<file path="src/rtl/ffha_ram.sv">
module ffha_ram #(
  parameter int unsigned WIDTH = 32,
  parameter int unsigned DEPTH = 64
) (
  input  logic                     clk_i,
  input  logic                     we_i,
  input  logic [$clog2(DEPTH)-1:0] waddr_i,
  input  logic [WIDTH-1:0]         wdata_i,
  input  logic                     re_i,
  input  logic [$clog2(DEPTH)-1:0] raddr_i,
  output logic [WIDTH-1:0]         rdata_o
);

  logic [WIDTH-1:0] mem_q [DEPTH];

  always_ff @(posedge clk_i) begin
    if (we_i) begin
      mem_q[waddr_i] <= wdata_i;
    end
    if (re_i) begin
      rdata_o <= mem_q[raddr_i];
    end
  end

endmodule

</file>
<file path="config.mk">
export PLATFORM = sky130hd
export DESIGN_NAME = ffha_ram
export DESIGN_NICKNAME = d
export VERILOG_FILES = /design/src/rtl/ffha_ram.sv
export SDC_FILE = /design/constraint.sdc
export NUM_CORES = 2
export LEC_CHECK = 0
export BUFFER_PORTS_ARGS = -buffer_cell sky130_fd_sc_hd__buf_4
export CAP_MARGIN = 5
export CORE_UTILIZATION = 40
export CTS_BUF_LIST = sky130_fd_sc_hd__clkbuf_8
export DETAILED_ROUTE_END_ITERATION = 16
export PLACE_DENSITY = 0.58
export SETUP_SLACK_MARGIN = 0.5
export SYNTH_ARGS = -nofsm -noshare
export SYNTH_HDL_FRONTEND = slang
export SYNTH_SLANG_ARGS = --single-unit
</file>
<file path="constraint.sdc">
create_clock -name clk_i -period 3.4 [get_ports clk_i]
set_input_delay 0.17 -clock clk_i [delete_from_list [all_inputs] [get_ports clk_i]]
set_output_delay 0.17 -clock clk_i [all_outputs]
set_load 0.05 [all_outputs]
</file>
==> metrics <==
outcome=finished, final reports clean; Post-synth top flop=edfxtp_1; CP Data Arrival Time=approximately 3.4 ns; Reg clk slew, reported paths=about 0.060 ns; hold wc startpoint=raddr_i[2]; cell chain of the critical path=dlygate4sd3_1 > buf_8 > buf_12 > mux4_2 > mux2i_1 > nand2_1 > a31oi_1 > nor2_1 > dlygate4sd3_1; Starting Density=between 40% and 50%; CTS tree=done; critical path's top delay family=buffers and inverters; synth top area cells=edfxtp_1 79%, mux4_2 16%, mux2i_1 1.2%; Yosys reg bits=~2,100; Clock Skews=between 0.08 and 0.09 ns; Synth Cell Area=roughly 79,000 µm²; CP startpoint=raddr_i[1]; relative slew slack=between 40% and 50%; Clock Latency Late Sink=about 1.1 ns; final wirelength=around 210,000 µm; category of the most critical setup path=input pin to flop; R2R depth=6; WL/cell=31.1 µm; yosys warns=0; async set or reset register ratio after synthesis=0%; Die Span Y=about 450 µm; post-route ant nets=0; Slew Limit Fails=0; DRC violations left=0; initial antenna violation count=17; Yosys cell types=33; H-Tree Depth=5; Tightest Pin Transition=~0.9 ns; # clock sinks=between 2,000 and 2,500; setup slack, reg-to-reg=approximately 0.90 ns; CP Buf/Inv Count=4; die area=slightly below 200,000 µm²; part of the Yosys area used for sequential elements=79.2%; Setup Fix Bufs, Post-CTS=0; clock buffer depth=4; Mean Syn Cell Area=between 20 and 25 µm²; Cell Rows=approximately 160; pwr/cell area=approximately 560 nW/µm²; first-iteration detailed-routing DRC count=4,103; slowest stage cell, crit path=dlygate4sd3_1; vias=between 30,000 and 40,000; max cap viols=0; Num CTS Buffers=350; Buffers on Ports=slightly below 80; layout cell share with drive strength beyond 1=32.0%; Fin Setup TNS=0 ns; Cells after Synth=3,324; CP Capture Type=flop; share of the synthesized area in the top cell type=between 70% and 80%; Final setup viols=0; RSZ-0062 raised after global routing=false; fill count=between 15,000 and 20,000; Tot GR Track Use=about a fifth; Post-synth EDFFs=around 2,100; largest net degree at the start of global routing=between 60 and 70; maximum VDD drop=0.000390 V; post-detail-place hpwl=about 120,000 µm; Synth top cells by count=2,080 x edfxtp_1, 544 x mux4_2, 137 x nor2_1; HP Class=input pin to flop; final period demand of the worst path=approximately 2.6 ns; Boundary Pins=between 70 and 80; CP peak stage delay=roughly 0.58 ns; CP Data Required Time=~4.2 ns; maximum clock frequency=383 MHz; worst r2r src=mem_q[33][18]; GR Overflow Total=0; cell accounting for the most synthesized area=edfxtp_1; FF-to-FF End=rdata_o[18]; CP max FO=36; drt pass-1 iters=6; GPL Wtd Cong=0.787; worst hold margin=between 0.2 and 0.25 ns; Die Span X=roughly 450 µm; vias in the first global route=approximately 39,000; Crit path depth=9; first-pass GRT wire length=between 200,000 and 300,000 µm; total power=about 51 mW; average via count per standard cell=5.69; CP dominant cell by count=dlygate4sd3_1; dpl ws=roughly 0.15 ns; nets=3,887; Syn Nets=3,371; count leader, synth=edfxtp_1; post-route clock period utilization=about three quarters; Final Hold Violating Endpoints=0; core region area=195,000 µm²; CP endpoint=rdata_o[18]; final worst setup slack=between 0.7 and 0.8 ns; CTS root buf=clkbuf_8; static leakage=between 20 and 30 nW; synth-to-layout area growth=15.7%; kind of start point of the critical path=input pin
==> power by group <==
part | internal, mW | switching [mW] | leakage [nW]
Clock | 10.2 | 9.73 | 3.50
Combinational | 1.10 | 1.79 | 6.58
Sequential | 28.5 | 0.108 | 18.7
Total | 39.8 | 11.6 | 28.8
==> through the flow <==
stage	std cells	instance area (µm²)	util (%)
global route	6717	91200	46.7
global placement	6064	84700	43.3
detailed placement	6064	84700	43.3
CTS	6716	91200	46.7
floorplan	3324	78800	-
finish	6719	91200	46.7
==> state kept, by name, indices dropped and copies added, names as in the netlist <==
name,cells
rdata_o,32
mem_q,2048
==> cell type report <==
cell class / instances / area, µm² / share of cell area (%)
Sequential cell: 2080 / 62500 / 68.5
Multi-Input combinational cell: 1062 / 16000 / 17.5
Clock buffer: 354 / 4870 / 5.34
Timing Repair Buffer: 346 / 3430 / 3.76
Tap cell: 2624 / 3280 / 3.60
Clock inverter: 250 / 1210 / 1.33
Antenna cell: 3 / 7.51 / 0.00823
==> worst min-delay path by stage <==
stage,to,slack (ns),depth (start not counted)
5_1_grt,mem_q[46][29],0.22,2
6_report,rdata_o[10],0.22,6
2_1_floorplan,mem_q[0][0],0.27,0
4_1_cts,rdata_o[10],0.12,6
3_5_place_dp,rdata_o[17],0.66,1
3_3_place_gp,rdata_o[8],0.66,1
==> cells by family after synthesis <==
family / share of synthesized area (%)
AO/OA/AOI/OAI: 1.67
AND/OR/NAND/NOR: 1.26
multiplexers: 16.7
buffers and inverters: 1.12
flip-flops: 79.2
==> layout by cell type (no fill, tap or decap), types with 48 or more instances in the layout <==
master / count
mux2i_1: 93
nor2_4: 62
a21oi_1: 62
nor2_1: 75
buf_12: 55
mux4_2: 544
buf_4: 239
o22ai_1: 84
dlygate4sd3_1: 48
inv_1: 107
clkbuf_8: 354
clkinv_1: 99
edfxtp_1: 2080
==> routing by layer <==
layer | track usage, % | vias to the layer above | part of all wire, %
met5 | 0 | - | 0.0043
met4 | 5.67 | 2 | 2.2
met3 | 3.94 | 295 | 7.4
met2 | 34.3 | 1641 | 49
met1 | 29.5 | 20900 | 42
li1 | - | 15400 | -
==> worst register-to-register path, stage by stage (launching register included) <==
cell and delay (ns):
edfxtp_1 0.38, mux4_2 0.47, o22ai_1 0.20, nor3_1 0.12, a31oi_1 0.47, nor2_1 0.07
dlygate4sd3_1 0.58
==> timing repair <==
item	CTS	global route
gates resized for setup	0	0
endpoints found under the hold margin	2502	0
hold buffers	48	0
(Power assumes the default switching activity.)
